### src/rtl/tcu_ram.sv
// Generic single-port RAM with registered read.
`default_nettype none

module tcu_ram #(
  parameter int WIDTH = 1,
  parameter int DEPTH = 16
) (
  input  wire logic                     clk,
  input  wire logic                     we,
  input  wire logic [$clog2(DEPTH)-1:0] addr,
  input  wire logic [WIDTH-1:0]         wdata,
  output logic      [WIDTH-1:0]         rdata
);

  logic [WIDTH-1:0] mem [DEPTH];

  always_ff @(posedge clk) begin
    if (we) begin
      mem[addr] <= wdata;
    end
    rdata <= mem[addr];
  end

endmodule

`default_nettype wire

### config.mk
export PLATFORM = sky130hd
export DESIGN_NAME = tcu_ram
export DESIGN_NICKNAME = d
export VERILOG_FILES = /design/src/rtl/tcu_ram.sv
export SDC_FILE = /design/constraint.sdc
export NUM_CORES = 1
export LEC_CHECK = 0
export BUFFER_PORTS_ARGS = -buffer_cell sky130_fd_sc_hd__buf_2
export CORE_MARGIN = 8
export CORE_UTILIZATION = 40
export DETAILED_ROUTE_END_ITERATION = 10
export PLACE_DENSITY = 0.66
export SETUP_SLACK_MARGIN = 0.02
export SYNTH_ARGS = -nofsm -noshare
export SYNTH_HDL_FRONTEND = slang
export SYNTH_SLANG_ARGS = --single-unit
### constraint.sdc
create_clock -name clk -period 2 [get_ports clk]
set_input_delay 0.4 -clock clk [delete_from_list [all_inputs] [get_ports clk]]
set_output_delay 0.4 -clock clk [all_outputs]
set_load 0.05 [all_outputs]
After elaboration in Yosys (flattened, before gate mapping)
Memories as Yosys holds them, arrays and structs flattened. A register that Yosys moved wholly into a read port is not among the register bits.
Index checks and enable logic that the tools add are counted.
{"block": "op_classes", "mux": 2}
{"operator": "two-way mux 1 bit", "n": 2}
{"block": "totals", "regBits": 0, "ramBits": 16, "input_bits": 7, "output_inout_bits": 1, "elab_cells": 3, "mem_count": 1}
{"name": "mem", "depth": 16, "width": 1, "read_ports": 1, "rd_ports_with_merged_regs": 1, "write_ports": 1, "line_no": "15", "text": "logic [WIDTH-1:0] mem [DEPTH];"}

Logic depth before layout (Yosys ltp)
Gate-level depths: netlist of run 1.
{"block": "depth", "ltp_word": 2, "mapped_depth": 4, "depth_no_buf": 3}

Worst setup path before layout of run 1
Ideal clock, no wire load.
{"block": "synth_timing", "path_kind": "input port to flip-flop", "start": "in addr[0]", "end": "reg rdata, read port of mem", "arrival_ns": 1.232, "required_ns": 1.878, "setup_slack_ns": 0.647, "cell_stages": 4, "path_cell_list": "buf_6 > mux4_1 > mux2i_1 > mux2i_1"}
{"element": "start: declaration", "line_no": "10", "text": "input wire logic [$clog2(DEPTH)-1:0] addr,"}
{"element": "end: declaration", "line_no": "12", "text": "output logic [WIDTH-1:0] rdata"}

==> qor.yml, run 1 <==
final_layout:
  multi_input_area_sq_um: 246
  regArea_sq_um: 500
  drive_gt1_share_pct: 19.0
  area_growth_pct: 10.3
  finalNetCount: 66
  stdcell_count: 85
  antenna_cells: 0
  n_fill_cell: 200
  final_util_pct: 44.7
synthesis:
  synth_edf_count: 16
  syn_avg_cell_area_sq_um: 15.6
  yosys.area.top_type: "edfxtp_1"
  synth_cells: 49
  yosys_warnings: 0
  yosysSeqAreaShare_pct: 65.6
  synthDominantCellAreaShare_pct: 63.0
  synth-seq-cells: 17
  synthFlopType: "edfxtp_1"
  synth_most_common_cell: "edfxtp_1"
  synth.top_cells.by_count: "edfxtp_1 (16), nor2_1 (12), mux4_1 (4), nor3_1 (4), mux2i_1 (3)"
  synth_area_leaders: "edfxtp_1 (63%), mux4_1 (14%), nor2_1 (5.9%)"
  async_flop_share_pct: 0
  syn_area_sq_um: 763
  yosysUniqueCellTypes: 14
  synth_nets: 56
routing:
  wl_per_cell_um: 14.3
  drc: 0
  ant_nets: 0
  viasPerCell: 5.05
  totalWireLength_um: 1210
  route.vias.total: 429
  first_pass_iters: 2
  drt_iter0_markers: 9
power:
  seqPwrFrac_pct: 62.7
  p_leak_nw: 0.289
  switching_power_w: 0.000140
  clkPwrFrac_pct: 27.8
  p_per_area_nw_per_um2: 756
  power_frac_comb_pct: 9.5
  vdd_drop_max_uv: 482
  switching_share_pct: 21.9
  internal_power_w: 0.000497
global_route:
  grt_use_met2_pct: 11.7
  antenna_found_initial: 0
  busiest_layer: "met2"
  grt_max_degree: 17
  grtUsageTotal_pct: 7.89
  use_met3_pct: 3.23
  grt_first_pass_wirelength_um: 2080
  met1_usage_pct: 9.92
  globalRouteOverflowTotal: 0
  grt_pass1_vias: 455
worst_setup_path:
  reg2reg_slack_ns: 0.73
  r2r-end: "rdata"
  cp.arrival_ns: 1.50
  startpoint: "addr[0]"
  cp-end-kind: "flop"
  crit_path_start_kind: "primary input"
  r2r_cells: 3
  critPathCapture: "rdata"
  required_ns: 2.17
  cp_max_fo: 11
  r2r_start: "mem[4]"
  critPathKind: "primary input to flop"
place:
  portBuffers: 7
  routabilityCongestion: 0.768
  dp.cells: 81
clock_network:
  h-tree-depth: 1
  clk_pin_slew_worst_paths_ns: 0.09
  ctsHoldBuffers: 0
  post_cts_buffers: 0
  cts_resized: 0
  clockBufferDepth: 2
  cts.sinks: 17
  cts_tree: "built"
  cts_made_buffers: 3
  insertion_delay_ns: 0.28
  cts_root_buf: "clkbuf_4"
die:
  start_util_pct: 40.6
  io-pin-count: 8
  core_area_sq_um: 1880
  rows: 16
  die_x_um: 59.7
  die_y_um: 59.7
  dieArea_sq_um: 3560
timing:
  finClkSkew_ns: 0.000524
  finalSetupViolCount: 0
  fin_crit_sh_pct: 66.1
  tightest_slew_ns: 0.251
  rsz0062_at_grt: "false"
  fmax_mhz: 756
  slew_headroom_pct: 83.4
  hold_viol_final: 0
  slew_viol_final: 0
  period_needed_ns: 1.32
  setup_tns_ns: 0
run:
  max-cap-violations: 0
min_path:
  min_path_type: "primary input to flop"
run_status:
  outcome: "finished clean"
[cell usage in the layout, fill, tap and decap left out, types with 2 or more instances in the layout]
cell,count
nor2_1,12
nand3b_1,2
mux2i_1,3
clkbuf_4,3
nor3_1,4
buf_2,7
mux4_1,4
edfxtp_1,16
[kinds of logic after synthesis]
family                 count (synthesis)  share of synthesized area, %
buffers and inverters                  2                          2.13
muxes                                  7                          17.7
and+or+nand+nor                       23                          14.6
DFF                                   17                          65.6
[flip-flops by register name (all words and copies together) (netlist names)]
name / cells
mem: 16
rdata: 1
[area by class of cell]
cell class | count | share of cell area, %
Clock buffer | 4 | 3.12
Multi-Input combinational cell | 30 | 29.3
Sequential cell | 17 | 59.4
Tap cell | 27 | 4.01
Timing Repair Buffer | 7 | 4.16
[metrics by stage]
| step | worst slack, ns | hold WS, ns | cell area [sq um] | total power [W] |
|---|---|---|---|---|
| 2_1_floorplan | 0.647 | 0.499 | 763 | 0.000448 |
| 3_3_place_gp | 0.333 | 0.676 | 816 | 0.000468 |
| 3_5_place_dp | 0.399 | 0.668 | 816 | 0.000468 |
| 4_1_cts | 0.685 | 0.368 | 842 | 0.000641 |
| 5_1_grt | 0.629 | 0.375 | 842 | 0.000664 |
| 6_report | 0.678 | 0.379 | 842 | 0.000637 |
[power by group through the flow]
stage                     Combinational [W]  Clock (W)  Sequential [W]
after floorplan                   0.0000314          0        0.000416
after detailed placement          0.0000603          0        0.000407
final                             0.0000606   0.000177        0.000399
after global routing              0.0000662   0.000198        0.000400
after global placement            0.0000611          0        0.000407
after CTS                         0.0000608   0.000181        0.000399
[worst max-delay path: stages]
cell     delay (ns)
buf_2          0.22
mux4_1         0.62
mux2i_1        0.16
mux2i_1        0.10
[layer usage]
metal | share of wire [%] | up-vias
li1 | - | 207
met1 | 49 | 210
met2 | 44 | 10
met3 | 6.5 | 2
met4 | 0.49 | 0
met5 | 0 | -
[worst min path at each step]
stage | from | to | slack (ns) | cells past startpoint
global placement | addr[2] | rdata | 0.68 | 2
finish | addr[2] | rdata | 0.38 | 2
detailed placement | addr[2] | rdata | 0.67 | 2
floorplan | wdata | mem[0] | 0.50 | 0
global route | addr[2] | rdata | 0.37 | 2
CTS | addr[2] | rdata | 0.37 | 2
(Power assumes the default switching activity.)
==> inputs of run 2 (changes only) <==
--- a/config.mk
+++ b/config.mk
@@ -5,6 +5,7 @@
 export SDC_FILE = /design/constraint.sdc
 export NUM_CORES = 1
 export LEC_CHECK = 0
+export ABC_AREA = 1
 export BUFFER_PORTS_ARGS = -buffer_cell sky130_fd_sc_hd__buf_2
 export CORE_MARGIN = 8
 export CORE_UTILIZATION = 40
==> constraint.sdc (replaced) <==
create_clock -name clk -period 1.3 [get_ports clk]
set_input_delay 0.26 -clock clk [delete_from_list [all_inputs] [get_ports clk]]
set_output_delay 0.26 -clock clk [all_outputs]
set_load 0.05 [all_outputs]
==> run 2 against run 1 <==
Wire length rose by 33%. Sequential power is 54% higher. Combinational power grew 77%. Largest cell class unchanged.
==> qor.yml, run 2 <==
clock_network:
  cts_tree: "built"
  h-tree-depth: 1  # unchanged
  cts_root_buf: "clkbuf_4"
  cts.sinks: 17  # unchanged
  cts_made_buffers: 3  # unchanged
  post_cts_buffers: 0  # unchanged
  clk_pin_slew_worst_paths_ns: 0.09  # about the same
  insertion_delay_ns: 0.28  # about the same
  cts_resized: 0  # unchanged
  clockBufferDepth: 2  # unchanged
  ctsHoldBuffers: 0  # unchanged
place:
  routabilityCongestion: 0.877  # +14%
  place_ws_ns: 0.0688  # -0.330 ns
  hpwl_um: 1190
  portBuffers: 7  # unchanged
power:
  p_per_area_nw_per_um2: 1120  # +48%
  vdd_drop_max_uv: 621  # +29%
  p_leak_nw: 0.397  # +37%
final_layout:
  final_common_cell: "nand2_1"
  n_fill_cell: 215  # +7.5%
  final_cell_mix: "nand2_1 (44), nor2_1 (19), edfxtp_1 (16)"
  reg_top3: "mem: 16 flops, rdata: 1 flops"
  multi_input_area_sq_um: 256  # +4.1%
  area_growth_pct: 10.4  # about the same
  largest_register_ffs: 16  # unchanged
  antenna_cells: 0  # unchanged
  largest-register: "mem"
  finalNetCount: 113  # +71%
  drive_gt1_share_pct: 10.5  # -8.5 points
  regArea_sq_um: 500  # unchanged
  final_util_pct: 46.3  # +1.5 points
global_route:
  grt_pass1_vias: 627  # +38%
  globalRouteOverflowTotal: 0  # unchanged
  antenna_found_initial: 0  # unchanged
  grtUsageTotal_pct: 9.98  # +2.1 points
  grt_first_pass_wirelength_um: 2680  # +29%
  grt_max_degree: 17  # unchanged
synthesis:
  async_flop_share_pct: 0  # unchanged
  synth_most_common_cell: "nand2_1"
  yosys_warnings: 0  # unchanged
  yosysSeqAreaShare_pct: 62.1  # -3.5 points
  yosysUniqueCellTypes: 8  # -6
  synth-seq-cells: 17  # unchanged
  synth_cells: 95  # +94%
  synth.top_cells.by_count: "nand2_1 (44), nor2_1 (19), edfxtp_1 (16), inv_1 (9), nand3_1 (4)"
  synthFlopType: "edfxtp_1"
  synth_area_leaders: "edfxtp_1 (60%), nand2_1 (20%), nor2_1 (8.9%)"
  synthDominantCellAreaShare_pct: 59.6  # -3.3 points
  syn_avg_cell_area_sq_um: 8.48  # -46%
  yosys.area.top_type: "edfxtp_1"
  synth_edf_count: 16  # unchanged
  syn_area_sq_um: 806  # +5.6%
  synth_nets: 102  # +82%
worst_setup_path:
  worst-path-stages: 1  # -3
  crit_path_start_kind: "flop"
  crit_path_top_delay_cell: "dfxtp_1"
  reg2reg_slack_ns: 0.38  # -0.35 ns
  critPathMaxStageDelay_ns: 0.31  # -0.31 ns
  path_delay_family: "flip-flops"
  r2r_start: "mem[10]"
  r2r-end: "rdata"
  cp-end-kind: "primary output"
  required_ns: 1.04  # -1.13 ns
  path_cells: "buf_2"
  r2r_cells: 8  # +5
  cp_num_buf_inv: 1  # unchanged
  cp_max_fo: 1  # -10
  cp.arrival_ns: 0.85  # -0.65 ns
  critPathKind: "flop to primary output"
timing:
  slew_viol_final: 0  # unchanged
  setup_tns_ns: 0  # unchanged
  finalSetupViolCount: 0  # unchanged
  hold_viol_final: 0  # unchanged
  period_needed_ns: 1.11
  slew_headroom_pct: 83.7  # +0.33 points
  fin_crit_sh_pct: 85.5
  setup_ws_ns: 0.189  # -0.489 ns
  tightest_slew_ns: 0.244  # -0.00670 ns
  fmax_mhz: 900
  rsz0062_at_grt: "false"
  finClkSkew_ns: 0.00190  # +0.00138 ns
routing:
  totalWireLength_um: 1610  # +33%
  drc: 0  # unchanged
  first_pass_iters: 4  # +2
  drt_iter0_markers: 41  # +32
  route.vias.total: 644  # +50%
  wl_per_cell_um: 12.2  # -15%
  ant_nets: 0  # unchanged
  viasPerCell: 4.88  # -3.3%
min_path:
  hold_start: "wdata"
  hold_depth: 1  # -1
  hold_end: "mem[12]"
  min_path_type: "primary input to flop"
die:
  die_y_um: 60.9  # +2.0%
  start_util_pct: 41.9  # +1.4 points
  core_area_sq_um: 1920  # +2.1%
  die_x_um: 60.9  # +2.0%
  rows: 16  # unchanged
  dieArea_sq_um: 3710  # +4.1%
  io-pin-count: 8  # unchanged
run:
  max-cap-violations: 0  # unchanged
run_status:
  outcome: "finished clean"
==> run 2: cell types whose count changed after synthesis, sizes merged, moves of 4 or more <==
cell / previous run / this run
nand2: 1 / 44
inv: 0 / 10
nor2: 12 / 19
mux4: 4 / 0
nor3: 4 / 0
==> run 2: worst max-delay path by stage <==
stage | start | slack, ns | to
3_5_place_dp | addr[0] | 0.07 | mem[6]
6_report | rdata | 0.19 | rdata
2_1_floorplan | addr[1] | 0.39 | mem[5]
5_1_grt | rdata | 0.15 | rdata
4_1_cts | rdata | 0.18 | rdata
3_3_place_gp | addr[0] | 0.1 | mem[10]
==> run 2: power by group <==
group / leakage, nW / switching [W] / internal, W
clock: 0.0150 / 0.000153 / 0.000119
sequential: 0.153 / 0.00000327 / 0.000612
combinational: 0.229 / 0.0000788 / 0.0000287
==> run 2: cell families after synthesis <==
group         synth area share, %
buf+inv                      6.06
flops                        62.1
simple gates                 31.8
==> run 2: area by class of cell <==
| cell class | count | share of cell area, % |
|---|---|---|
| Inverter | 10 | 4.22 |
| Multi-Input combinational cell | 67 | 28.8 |
| Sequential cell | 17 | 56.3 |
| Tap cell | 27 | 3.80 |
| Clock buffer | 4 | 2.95 |
| Timing Repair Buffer | 7 | 3.94 |
==> run 2: metal layers <==
metal	global-route usage [%]	up-vias	wire (um)
met2	16.1	30	720
met4	4.98	0	51
met5	0	-	0
met3	2.33	9	122
li1	-	314	-
met1	12.1	291	715
==> run 2: per-stage QoR <==
| step | hold slack, ns | total power, W | cell area (sq um) | instances |
|---|---|---|---|---|
| after floorplan | 0.359 | 0.000697 | 806 | 95 |
| after global placement | 0.650 | 0.000734 | 863 | 128 |
| final | 0.349 | 0.000994 | 890 | 132 |
| after global routing | 0.360 | 0.00104 | 890 | 132 |
| after detailed placement | 0.657 | 0.000735 | 863 | 128 |
| after CTS | 0.343 | 0.00101 | 890 | 132 |
