--- config.mk ---
export PLATFORM = sky130hd
export DESIGN_NAME = tcu_step
export DESIGN_NICKNAME = d
export VERILOG_FILES = /design/src/rtl/tcu_pkg.sv /design/src/rtl/tcu_step.sv
export SDC_FILE = /design/constraint.sdc
export NUM_CORES = 1
export LEC_CHECK = 0
export BUFFER_PORTS_ARGS = -buffer_cell sky130_fd_sc_hd__buf_4
export CAP_MARGIN = 10
export CORE_MARGIN = 3
export CORE_UTILIZATION = 45
export DETAILED_ROUTE_END_ITERATION = 12
export GPL_ROUTABILITY_DRIVEN = 1
export PLACE_DENSITY = 0.71
export SYNTH_ARGS = -nofsm -noshare
export SYNTH_HDL_FRONTEND = slang
export SYNTH_SLANG_ARGS = --single-unit
--- constraint.sdc ---
create_clock -name vclk -period 4.3
set_input_delay 0.215 -clock vclk [all_inputs]
set_output_delay 0.215 -clock vclk [all_outputs]
set_load 0.02 [all_outputs]
--- src/rtl/tcu_pkg.sv ---
// Shared types and constants of the tricritical contact update engine.
`default_nettype none

package tcu_pkg;

  localparam int SIDE     = 1024;
  localparam int COORD_W  = 10;
  localparam int ADDR_W   = 2 * COORD_W;
  localparam int CELLS    = SIDE * SIDE;
  localparam int CNT_W    = 21;
  localparam int FRAC_W   = 16;
  localparam int ACTION_W = 2;
  localparam int DIR_W    = 2;
  localparam int CHOICE_W = 3;
  localparam int CFG_IDX_W = 1;

  typedef logic [COORD_W-1:0]  coord_t;
  typedef logic [ADDR_W-1:0]   addr_t;
  typedef logic [CNT_W-1:0]    count_t;
  typedef logic [FRAC_W-1:0]   frac_t;
  typedef logic [ACTION_W-1:0] action_t;
  typedef logic [DIR_W-1:0]    dir_t;
  typedef logic [CHOICE_W-1:0] choice_t;

  localparam action_t ACT_UPDATE = 2'd0;
  localparam action_t ACT_WRITE  = 2'd1;
  localparam action_t ACT_READ   = 2'd2;

  localparam dir_t DIR_UP    = 2'd0;
  localparam dir_t DIR_DOWN  = 2'd1;
  localparam dir_t DIR_LEFT  = 2'd2;
  localparam dir_t DIR_RIGHT = 2'd3;

  localparam logic [CFG_IDX_W-1:0] CFG_BIRTH = 1'b0;
  localparam logic [CFG_IDX_W-1:0] CFG_PAIR  = 1'b1;

  localparam frac_t BIRTH_RESET = 16'd21072;
  localparam frac_t PAIR_RESET  = 16'd57672;
  localparam logic [FRAC_W:0] FRAC_ONE = 17'h10000;

  localparam choice_t CHOICE_MAX = 3'd5;
  localparam choice_t CHOICE_HALF = 3'd3;

  // Moves are numbered in the order the pair sites are listed.
  typedef enum logic [1:0] {
    MV_UP    = 2'd0,
    MV_DOWN  = 2'd1,
    MV_RIGHT = 2'd2,
    MV_LEFT  = 2'd3
  } move_t;

  typedef enum logic [2:0] {
    EV_NONE       = 3'd0,
    EV_BIRTH      = 3'd1,
    EV_LONE_DEATH = 3'd2,
    EV_PAIR_BIRTH = 3'd3,
    EV_PAIR_DEATH = 3'd4,
    EV_KEPT       = 3'd5
  } event_t;

  typedef enum logic [2:0] {
    ST_CLEAR,
    ST_IDLE,
    ST_LOOK,
    ST_PAIR,
    ST_TARGET,
    ST_DONE
  } state_t;

endpackage

`default_nettype wire

--- src/rtl/tcu_step.sv ---
// Shared wrapping step unit that finds the lattice site next to a given site.
`default_nettype none

module tcu_step (
  input  wire tcu_pkg::coord_t base_row,
  input  wire tcu_pkg::coord_t base_col,
  input  wire tcu_pkg::move_t  move,
  output tcu_pkg::coord_t      step_row,
  output tcu_pkg::coord_t      step_col
);
  import tcu_pkg::*;

  localparam coord_t EDGE = coord_t'(SIDE - 1);

  coord_t row_up;
  coord_t row_down;
  coord_t col_left;
  coord_t col_right;

  assign row_up    = (base_row == '0)   ? EDGE : base_row - 1'b1;
  assign row_down  = (base_row == EDGE) ? '0   : base_row + 1'b1;
  assign col_left  = (base_col == '0)   ? EDGE : base_col - 1'b1;
  assign col_right = (base_col == EDGE) ? '0   : base_col + 1'b1;

  always_comb begin
    step_row = base_row;
    step_col = base_col;
    case (move)
      MV_UP:    step_row = row_up;
      MV_DOWN:  step_row = row_down;
      MV_RIGHT: step_col = col_right;
      MV_LEFT:  step_col = col_left;
      default:  step_row = base_row;
    endcase
  end

endmodule

`default_nettype wire

* After elaboration in Yosys (flattened, before gate mapping)
Index checks and enable logic that the tools add are counted.
Storage, ports and cells: input port bits 22, word-level logic and storage cells 18, output and inout bits 20, flip-flop bits (word level) 0
Operators by class: add/sub/neg operators 4, multiplexer cells 6, equality and inequality tests 5, reductions and logical operators 3
Operators by type and width (count):
- $mux W10 | 4
- $pmux W10 S2 | 2
- $add A10 B1 Y10 const B | 2
- $eq A10 B10 Y1 const B | 2
- $logic_not A10 Y1 | 2
- $sub A10 B1 Y10 const B | 2
- $eq A2 B2 Y1 const B | 2
- $eq A2 B1 Y1 const B | 1
- $logic_not A2 Y1 | 1

* Depth between registers and ports, before layout
Gate-level depths: netlist of the first run.
word-level depth 3, depth in mapped cells 7, depth with buffers taken out 6

* Worst setup path after synthesis of the first run
No wires, ideal clock.
kind input to output, start point input base_row[0], end point output step_row[2], arrival time 2.014 ns, buffers on the path 1, cell stages on the path 7, path slack 2.071 ns, required time 4.085 ns, cells stage by stage clkbuf_1 inv_1 ha_1 or4b_1 nor3_2 o311ai_0 o21ai_0
On the way: word-level cells in the longest chain between the ends 3
Ends and longest elaborated chain:
- start: declaration | line tcu_step.sv:5 | input wire tcu_pkg::coord_t base_row,
- $add A10 B1 Y10, or another cell as far along | line tcu_step.sv:21 | assign row_down = (base_row == EDGE) ? '0 : base_row + 1'b1;
- $mux W10 (on tied branches) | line tcu_step.sv:21, tcu_step.sv:20
- $pmux W10 S2 * | line tcu_step.sv:28 | case (move)
- end: declaration | line tcu_step.sv:8 | output tcu_pkg::coord_t step_row,
Every way passes the cells marked *; elsewhere a longest branch is shown, timed or not.

* Worst setup path in the final report of the first run
start point input base_col[0], end point output step_col[5]
On the way: word-level cells in the longest chain between the ends 3
Ends and longest elaborated chain:
- start: declaration | line tcu_step.sv:6 | input wire tcu_pkg::coord_t base_col,
- $sub A10 B1 Y10, or another cell as far along | line tcu_step.sv:22 | assign col_left = (base_col == '0) ? EDGE : base_col - 1'b1;
- $mux W10 (on tied branches) | line tcu_step.sv:22, tcu_step.sv:23
- $pmux W10 S2 * | line tcu_step.sv:28
- end: declaration | line tcu_step.sv:9 | output tcu_pkg::coord_t step_col
Marks and branches as above.

==> results.sh, run 1 <==
export IMPL_core_area_mm2=0.002781
export IMPL_drtPass1Iterations=5
export IMPL_crit_type="input pin to output port"
export IMPL_clock_power_share=0
export IMPL_synth_distinct_cells=54
export IMPL_wl_per_cell_um=15.78
export IMPL_grt_pass1_wl_mm=6.720
export IMPL_cp_required_ns=4.09
export IMPL_combinationalPowerShare=1.000
export IMPL_ant_nets=0
export IMPL_fmax_mhz=436.5
export IMPL_status="finished clean"
export IMPL_postCtsSetupRepairBufs=0
export IMPL_rows=19
export IMPL_grt_pass1_vias=1397
export IMPL_vias_per_cell=6.690
export IMPL_nClkBuffers=0
export IMPL_endpoint_kind="output port"
export IMPL_critPathMostFrequentCell="buf_4"
export IMPL_power_share_sequential=0
export IMPL_slew_headroom=0.5769
export IMPL_finalMaxSlewViolations=0
export IMPL_critical_path_cell_chain="buf_4, inv_1, ha_1, or4b_4, nor3_1, o211ai_1, o21ai_0, buf_4"
export IMPL_startpoint="base_col[0]"
export IMPL_hold_viol_final=0
export IMPL_syn_avg_cell_area_um2=6.280
export IMPL_setup_viol=0
export IMPL_dpl_cell_count=261
export IMPL_power_density_mw_per_mm2=101.1
export IMPL_finalNetCount=260
export IMPL_synthCells=210
export IMPL_hold_buffers=0
export IMPL_final_cell_mix="42 x buf_4, 23 x o21ai_0, 15 x nand2_1, 15 x nor2_1"
export IMPL_num_vias=1746
export IMPL_finalWeightedCongestion=0.8884
export IMPL_grt_setup_unrepaired="no"
export IMPL_grt_use_total=0.2288
export IMPL_cp_start_kind="input pin"
export IMPL_final_cells=261
export IMPL_ios=42
export IMPL_netlist_area_mm2=0.001319
export IMPL_period_needed_ns=2.291
export IMPL_cts_resized_gates=0
export IMPL_hold_class="input pin to output port"
export IMPL_yosysSeqAreaShare=0
export IMPL_die_h_um=60.14
export IMPL_ir_drop_mv=0.05619
export IMPL_start_util=0.4741
export IMPL_diodes=0
export IMPL_yosys_warnings=0
export IMPL_tns_ns=0
export IMPL_dieArea_mm2=0.003616
export IMPL_nFlopsAndLatches=0
export IMPL_slowest_delay_ns=0.49
export IMPL_wl_mm=4.118
export IMPL_cp_endpoint="step_col[5]"
export IMPL_critPathSlowestCell="or4b_4"
export IMPL_grt_max_degree=41
export IMPL_worstMarginPinSlew_ns=0.6288
export IMPL_swShare=0.5943
export IMPL_maxCapViolations=0
export IMPL_crit_arrival_ns=2.08
export IMPL_drt_first_iter_violations=190
export IMPL_antenna_found_initial=0
export IMPL_hpwl_mm=3.020
export IMPL_synth_fp_nets=238
export IMPL_drive_above_1_share=0.2130
export IMPL_critPathMaxFanout=8
export IMPL_layout_commonest_cell="buf_4"
export IMPL_die_x_um=60.14
export IMPL_grt_ovfl_total=0
export IMPL_regArea_um2=0
export IMPL_route_detailed_drc=0
export IMPL_switchingPower_mw=0.09403
export IMPL_syn_to_final_growth_pct=18.69
export IMPL_internal_power_mw=0.06418
export IMPL_power_leakage_nw=0.6057
export IMPL_io_buffers=42
export IMPL_period_share=0.5327
==> stage by stage <==
step / hold WS [ns] / utilization / setup WS, ns / instance area [um2] / power (mW)
final: 0.8191 / 0.5628 / 2.009 / 1565 / 0.1582
after global routing: 0.8550 / 0.5628 / 1.843 / 1565 / 0.1728
after CTS: 0.8176 / 0.5628 / 2.022 / 1565 / 0.1571
after detailed placement: 0.8169 / 0.5628 / 2.046 / 1565 / 0.1567
after global placement: 0.8195 / 0.5628 / 2.031 / 1565 / 0.1559
after floorplan: 0.6609 / - / 2.071 / 1319 / 0.1013
==> cell type report <==
class	count	area, um2
fillers	283	1216
multi-input cells	179	1177
repair buffers	42	315.3
well taps	31	38.79
inverters	9	33.78
==> worst max-delay path: cells and delay by family <==
| kind | cells | cell delay [ns] |
|---|---|---|
| AND/OR/NAND/NOR | 2 | 0.91 |
| AO/OA/AOI/OAI | 2 | 0.30 |
| adder cells (fa/ha/maj) | 1 | 0.19 |
| buffers and inverters | 3 | 0.46 |
==> cells by family after synthesis <==
| kind of cell | count (synthesis) | synth area share |
|---|---|---|
| simple gates | 88 | 0.3842 |
| compound gates | 79 | 0.4080 |
| buf+inv | 31 | 0.1072 |
| fa+ha+maj | 6 | 0.05692 |
| mux | 4 | 0.03036 |
| xor+xnor | 2 | 0.01329 |
==> power groups by stage <==
stage / Sequential, mW / Combinational, mW / Clock, mW
6_report: 0 / 0.158 / 0
5_1_grt: 0 / 0.173 / 0
4_1_cts: 0 / 0.157 / 0
3_5_place_dp: 0 / 0.157 / 0
3_3_place_gp: 0 / 0.156 / 0
2_1_floorplan: 0 / 0.101 / 0
==> cells in the mapped netlist, types with 2 or more instances <==
cell,instances,area (um2)
nand2b_1,2,12.51
o22ai_1,3,18.77
nor2_1,15,56.30
or3b_2,2,17.52
o211ai_1,3,22.52
or3_1,4,25.02
a31oi_1,5,31.28
clkbuf_1,13,48.80
and3_1,3,18.77
o21ai_0,23,115.1
a221o_1,3,30.03
o2111ai_1,3,26.28
buf_2,2,10.01
ha_1,6,75.07
o311ai_0,4,35.03
nor3b_1,2,15.01
a211o_1,3,26.28
nand4_1,5,31.28
a21oi_1,11,55.05
o31ai_1,3,22.52
buf_6,3,33.78
o22a_1,3,26.28
or4_4,3,33.78
inv_1,8,30.03
buf_1,4,15.01
nor3_1,8,40.04
o31a_1,3,26.28
a21boi_0,2,15.01
mux2i_1,4,40.04
nand3_1,11,55.05
nor4_1,5,31.28
and4_1,5,43.79
nand2_1,15,56.30
==> worst min-delay path by stage <==
stage                      startpoint     endpoint  cells past startpoint
final                     base_row[4]  step_row[4]                      3
after global routing      base_row[9]  step_row[9]                      4
after detailed placement  base_row[4]  step_row[4]                      3
after global placement    base_row[4]  step_row[4]                      3
after floorplan           base_col[1]  step_col[1]                      2
after CTS                 base_row[4]  step_row[4]                      3
==> layer usage <==
metal	share of wire	global-route usage	vias up
met4	0.0022	0.01582	0
met2	0.43	0.3410	72
met5	0	0	-
met1	0.49	0.3692	798
li1	-	-	874
met3	0.072	0.008639	2
Note: power is estimated with default switching activity, not from simulation.
==> run 2, diff against run 1 <==
PLACE_DENSITY = 0.74   (was 0.71)
clock period = 1.9 ns   (was 4.3 ns; I/O delays follow)
==> run 2 against run 1 <==
Sequential share of layout area stayed put. Largest cell class unchanged. Count of clock-buffer cells in the layout stayed put. Sequential cell count stayed put. Routed wire length is 6.6% higher. Highest routed layer unchanged.
==> results.sh, run 2 (synthesis results as in run 1) <==
export IMPL_antenna_found_initial=0
export IMPL_cp_required_ns=1.80
export IMPL_die_x_um=60.14
export IMPL_power_leakage_nw=0.7263
export IMPL_crit_type="input pin to output port"
export IMPL_cp_start_kind="input pin"
export IMPL_ir_drop_mv=0.1467
export IMPL_finalNetCount=281
export IMPL_critical_path_cell_chain="buf_4, inv_1, ha_1, or4b_4, or3_4, a21oi_2, a22o_1, buf_4"
export IMPL_clock_power_share=0
export IMPL_ant_nets=0
export IMPL_hold_end="step_col[1]"
export IMPL_syn_to_final_growth_pct=35.29
export IMPL_tns_ns=0
export IMPL_regArea_um2=0
export IMPL_switchingPower_mw=0.2255
export IMPL_slowest_delay_ns=0.51
export IMPL_period_share=0.9733
export IMPL_maxCapViolations=0
export IMPL_swShare=0.5669
export IMPL_grt_pass1_vias=1507
export IMPL_critPathMostFrequentCell="buf_4"
export IMPL_critPathMaxFanout=4
export IMPL_drt_first_iter_violations=208
export IMPL_detailed_place_area_mm2=0.001723
export IMPL_grt_ovfl_total=0
export IMPL_drive_above_1_share=0.3108
export IMPL_dieArea_mm2=0.003616
export IMPL_ios=42
export IMPL_drtPass1Iterations=4
export IMPL_endpoint_kind="output port"
export IMPL_finalWeightedCongestion=0.8866
export IMPL_worstMarginPinSlew_ns=0.6137
export IMPL_hold_class="input pin to output port"
export IMPL_nClkBuffers=0
export IMPL_fmax_mhz=540.8
export IMPL_power_density_mw_per_mm2=222.9
export IMPL_num_vias=1835
export IMPL_power_share_sequential=0
export IMPL_crit_arrival_ns=1.75
export IMPL_slew_headroom=0.5871
export IMPL_hpwl_mm=3.160
export IMPL_final_cell_mix="60 x buf_4, 21 x o21ai_0, 15 x nand2_1, 15 x nor2_1, 11 x nand3_1"
export IMPL_rows=19
export IMPL_grt_pass1_wl_mm=6.927
export IMPL_holdPathStages=4
export IMPL_core_area_mm2=0.002781
export IMPL_io_buffers=42
export IMPL_internal_power_mw=0.1723
export IMPL_hold_buffers=0
export IMPL_critPathSlowestCell="or4b_4"
export IMPL_hold_start="base_col[1]"
export IMPL_grt_use_total=0.2359
export IMPL_status="finished clean"
export IMPL_die_h_um=60.14
export IMPL_wl_mm=4.391
export IMPL_start_util=0.4741
export IMPL_setup_viol=0
export IMPL_layout_commonest_cell="buf_4"
export IMPL_grt_max_degree=32
export IMPL_vias_per_cell=6.507
export IMPL_route_detailed_drc=0
export IMPL_hold_viol_final=0
export IMPL_wl_per_cell_um=15.57
export IMPL_period_needed_ns=1.849
export IMPL_final_cell_area_mm2=0.001784
export IMPL_combinationalPowerShare=1.000
export IMPL_diodes=0
export IMPL_finalMaxSlewViolations=0
export IMPL_nFlopsAndLatches=0
-- run 2: worst max-delay path: cells and delay by family --
kind	cells	cell delay, ns
simple gates	2	0.88
buf+inv	3	0.32
compound gates	2	0.32
fa+ha+maj	1	0.14
-- run 2: worst max-delay path by stage --
| stage | start | end | slack, ns |
|---|---|---|---|
| 2_1_floorplan | base_row[0] | step_row[0] | 0.03 |
| 3_3_place_gp | base_col[0] | step_col[4] | 0.02 |
| 3_5_place_dp | base_col[0] | step_col[2] | -0.02 |
| 4_1_cts | base_col[0] | step_col[2] | 0.001 |
| 5_1_grt | base_row[0] | step_row[0] | -0.03 |
| 6_report | base_row[0] | step_row[0] | 0.05 |
-- run 2: repair_timing --
action / CTS / global route
setup endpoints to repair: 2 / 10
pin swaps: 2 / 6
endpoints found under the hold margin: 0 / 0
gates resized for setup: 1 / 17
setup buffers: 0 / 0
-- run 2: area by class of cell --
cell class / instances / area [um2]
Multi-Input combinational cell: 179 / 1222
Fill cell: 265 / 997.2
Timing Repair Buffer: 63 / 484.2
Inverter: 9 / 38.79
Tap cell: 31 / 38.79
-- run 2: metrics by stage --
stage          total power, mW  hold slack [ns]  cells  utilization  worst slack [ns]
2_1_floorplan           0.2298           0.4209    210            -           0.03426
3_3_place_gp            0.3785           0.5868    282       0.6194           0.02174
3_5_place_dp            0.3802           0.5915    282       0.6194          -0.01698
4_1_cts                 0.3820           0.5931    282       0.6212          0.001495
5_1_grt                 0.4314           0.5989    282       0.6415          -0.02641
6_report                0.3977           0.5730    282       0.6415           0.05077
-- run 2: power by group through the flow --
stage | combinational, mW | clock, mW | sequential [mW]
3_3_place_gp | 0.379 | 0 | 0
5_1_grt | 0.431 | 0 | 0
2_1_floorplan | 0.230 | 0 | 0
3_5_place_dp | 0.380 | 0 | 0
4_1_cts | 0.382 | 0 | 0
6_report | 0.398 | 0 | 0
-- run 2: routing by layer --
layer,part of all wire,track usage,vias up
met1,0.48,0.3793,839
met3,0.069,0.008639,2
met2,0.45,0.3503,81
li1,-,-,913
met5,0,0,-
met4,0.0036,0.02215,0
==> run 3, diff against run 2 <==
PLACE_DENSITY = 0.87   (was 0.74)
==> run 3 against run 2 <==
Cell count shrank 0.35%. Non-clock buffer count decreased by 1. Routed wire length shrank 0.14%. Worst setup slack worse by 0.046 ns. Critical path depth stayed put. Total power is 1.1% lower. Via count increased by 1.1%. Sequential share of layout area stayed put. Hold slack improved by 0.0057 ns. Critical endpoint is now step_col[4]. Largest cell class unchanged. Largest power group unchanged.
==> results.sh, run 3 (synthesis results as in run 1) <==
export IMPL_crit_type="input pin to output port"
export IMPL_power_leakage_nw=0.7164
export IMPL_grt_pass1_wl_mm=6.789
export IMPL_hold_ws_ns=0.5787
export IMPL_critPathMaxFanout=4
export IMPL_hpwl_mm=3.103
export IMPL_ir_drop_mv=0.1594
export IMPL_grt_ovfl_total=0
export IMPL_drive_above_1_share=0.3000
export IMPL_io_buffers=42
export IMPL_finalMaxSlewViolations=0
export IMPL_drt_first_iter_violations=257
export IMPL_cp_start_kind="input pin"
export IMPL_start_util=0.4741
export IMPL_slew_headroom=0.6080
export IMPL_use_met1=0.3211
export IMPL_setup_viol=0
export IMPL_grt_pass1_vias=1560
export IMPL_period_share=0.9975
export IMPL_finalNetCount=280
export IMPL_grt_setup_unrepaired="yes"
export IMPL_power_density_mw_per_mm2=223.1
export IMPL_ant_nets=0
export IMPL_drtPass1Iterations=5
export IMPL_holdPathStages=4
export IMPL_die_h_um=60.14
export IMPL_nClkBuffers=0
export IMPL_hold_viol_final=0
export IMPL_diodes=0
export IMPL_fmax_mhz=527.6
export IMPL_num_vias=1856
export IMPL_endpoint_kind="output port"
export IMPL_status="finished clean"
export IMPL_die_x_um=60.14
export IMPL_wl_mm=4.385
export IMPL_rows=19
export IMPL_core_area_mm2=0.002781
export IMPL_layout_commonest_cell="buf_4"
export IMPL_maxCapViolations=0
export IMPL_final_cell_mix="60 x buf_4, 20 x o21ai_0, 15 x nand2_1, 15 x nor2_1"
export IMPL_wl_per_cell_um=15.60
export IMPL_grt_use_met3=0.01296
export IMPL_vias_per_cell=6.605
export IMPL_finalWeightedCongestion=0.9636
export IMPL_postCtsSetupRepairBufs=0
export IMPL_syn_to_final_growth_pct=33.78
export IMPL_grt_use_total=0.2315
export IMPL_hold_class="input pin to output port"
export IMPL_nFlopsAndLatches=0
export IMPL_dieArea_mm2=0.003616
export IMPL_fin_util=0.6343
export IMPL_regArea_um2=0
export IMPL_grtUsageMet2=0.3827
export IMPL_hold_buffers=0
export IMPL_ios=42
export IMPL_route_detailed_drc=0
export IMPL_top_usage_layer="met2"
export IMPL_worstMarginPinSlew_ns=0.5827
export IMPL_antenna_found_initial=0
export IMPL_cp_required_ns=1.80
export IMPL_crit_arrival_ns=1.80
export IMPL_grt_max_degree=32
export IMPL_period_needed_ns=1.895
-- run 3: cell count changes in the layout (fill, tap and decap cells not counted) --
cell      previous run  this run
a21oi_1             10        11
a21oi_2              1         0
buf_6                3         2
o21ai_0             21        20
o21ai_1              2         3
o311ai_0             3         4
o311ai_1             1         0
or3_1                2         3
or3_4                2         1
-- run 3: routing by layer --
metal	vias to the layer above	routed length [um]	part of all wire
met2	114	2135	0.49
met5	-	0	0
met3	4	428	0.098
met4	0	39	0.0089
met1	831	1781	0.41
li1	907	-	-
-- run 3: worst paths after layout --
path | startpoint | endpoint | slack [ns]
worst min-delay path | base_col[1] | step_col[1] | 0.58
worst max-delay path | base_col[0] | step_col[4] | 0.005
-- run 3: repair_timing --
item                                    CTS  global route
endpoints found under the hold margin     0             0
resized for setup                         0            15
endpoints found under the setup margin    0            15
-- run 3: power by group --
part | internal (mW) | leakage, nW | total [mW] | switching (mW)
Clock | 0 | 0 | 0 | 0
Combinational | 0.169 | 0.716 | 0.394 | 0.224
Sequential | 0 | 0 | 0 | 0
-- run 3: final cells by class --
type | count | area, um2
multi-input cells | 179 | 1214
fillers | 247 | 1017
repair buffers | 62 | 473.0
inverters | 9 | 38.79
well taps | 31 | 38.79
-- run 3: worst max-delay path: stages --
cell,delay [ns]
buf_4,0.12
inv_4,0.06
ha_4,0.12
or4b_4,0.47
or3_4,0.40
a31oi_1,0.21
o22a_1,0.20
buf_6,0.12
-- run 3: through the flow --
stage / TNS [ns] / worst slack, ns / power [mW] / cells / cell area (um2)
floorplan: 0 / 0.03426 / 0.2298 / 210 / 1319
global placement: 0 / 0.03442 / 0.3740 / 281 / 1715
detailed placement: 0 / 0.02236 / 0.3773 / 281 / 1715
CTS: 0 / 0.02180 / 0.3786 / 281 / 1715
global route: -0.1316 / -0.06023 / 0.4303 / 281 / 1764
finish: 0 / 0.004775 / 0.3935 / 281 / 1764
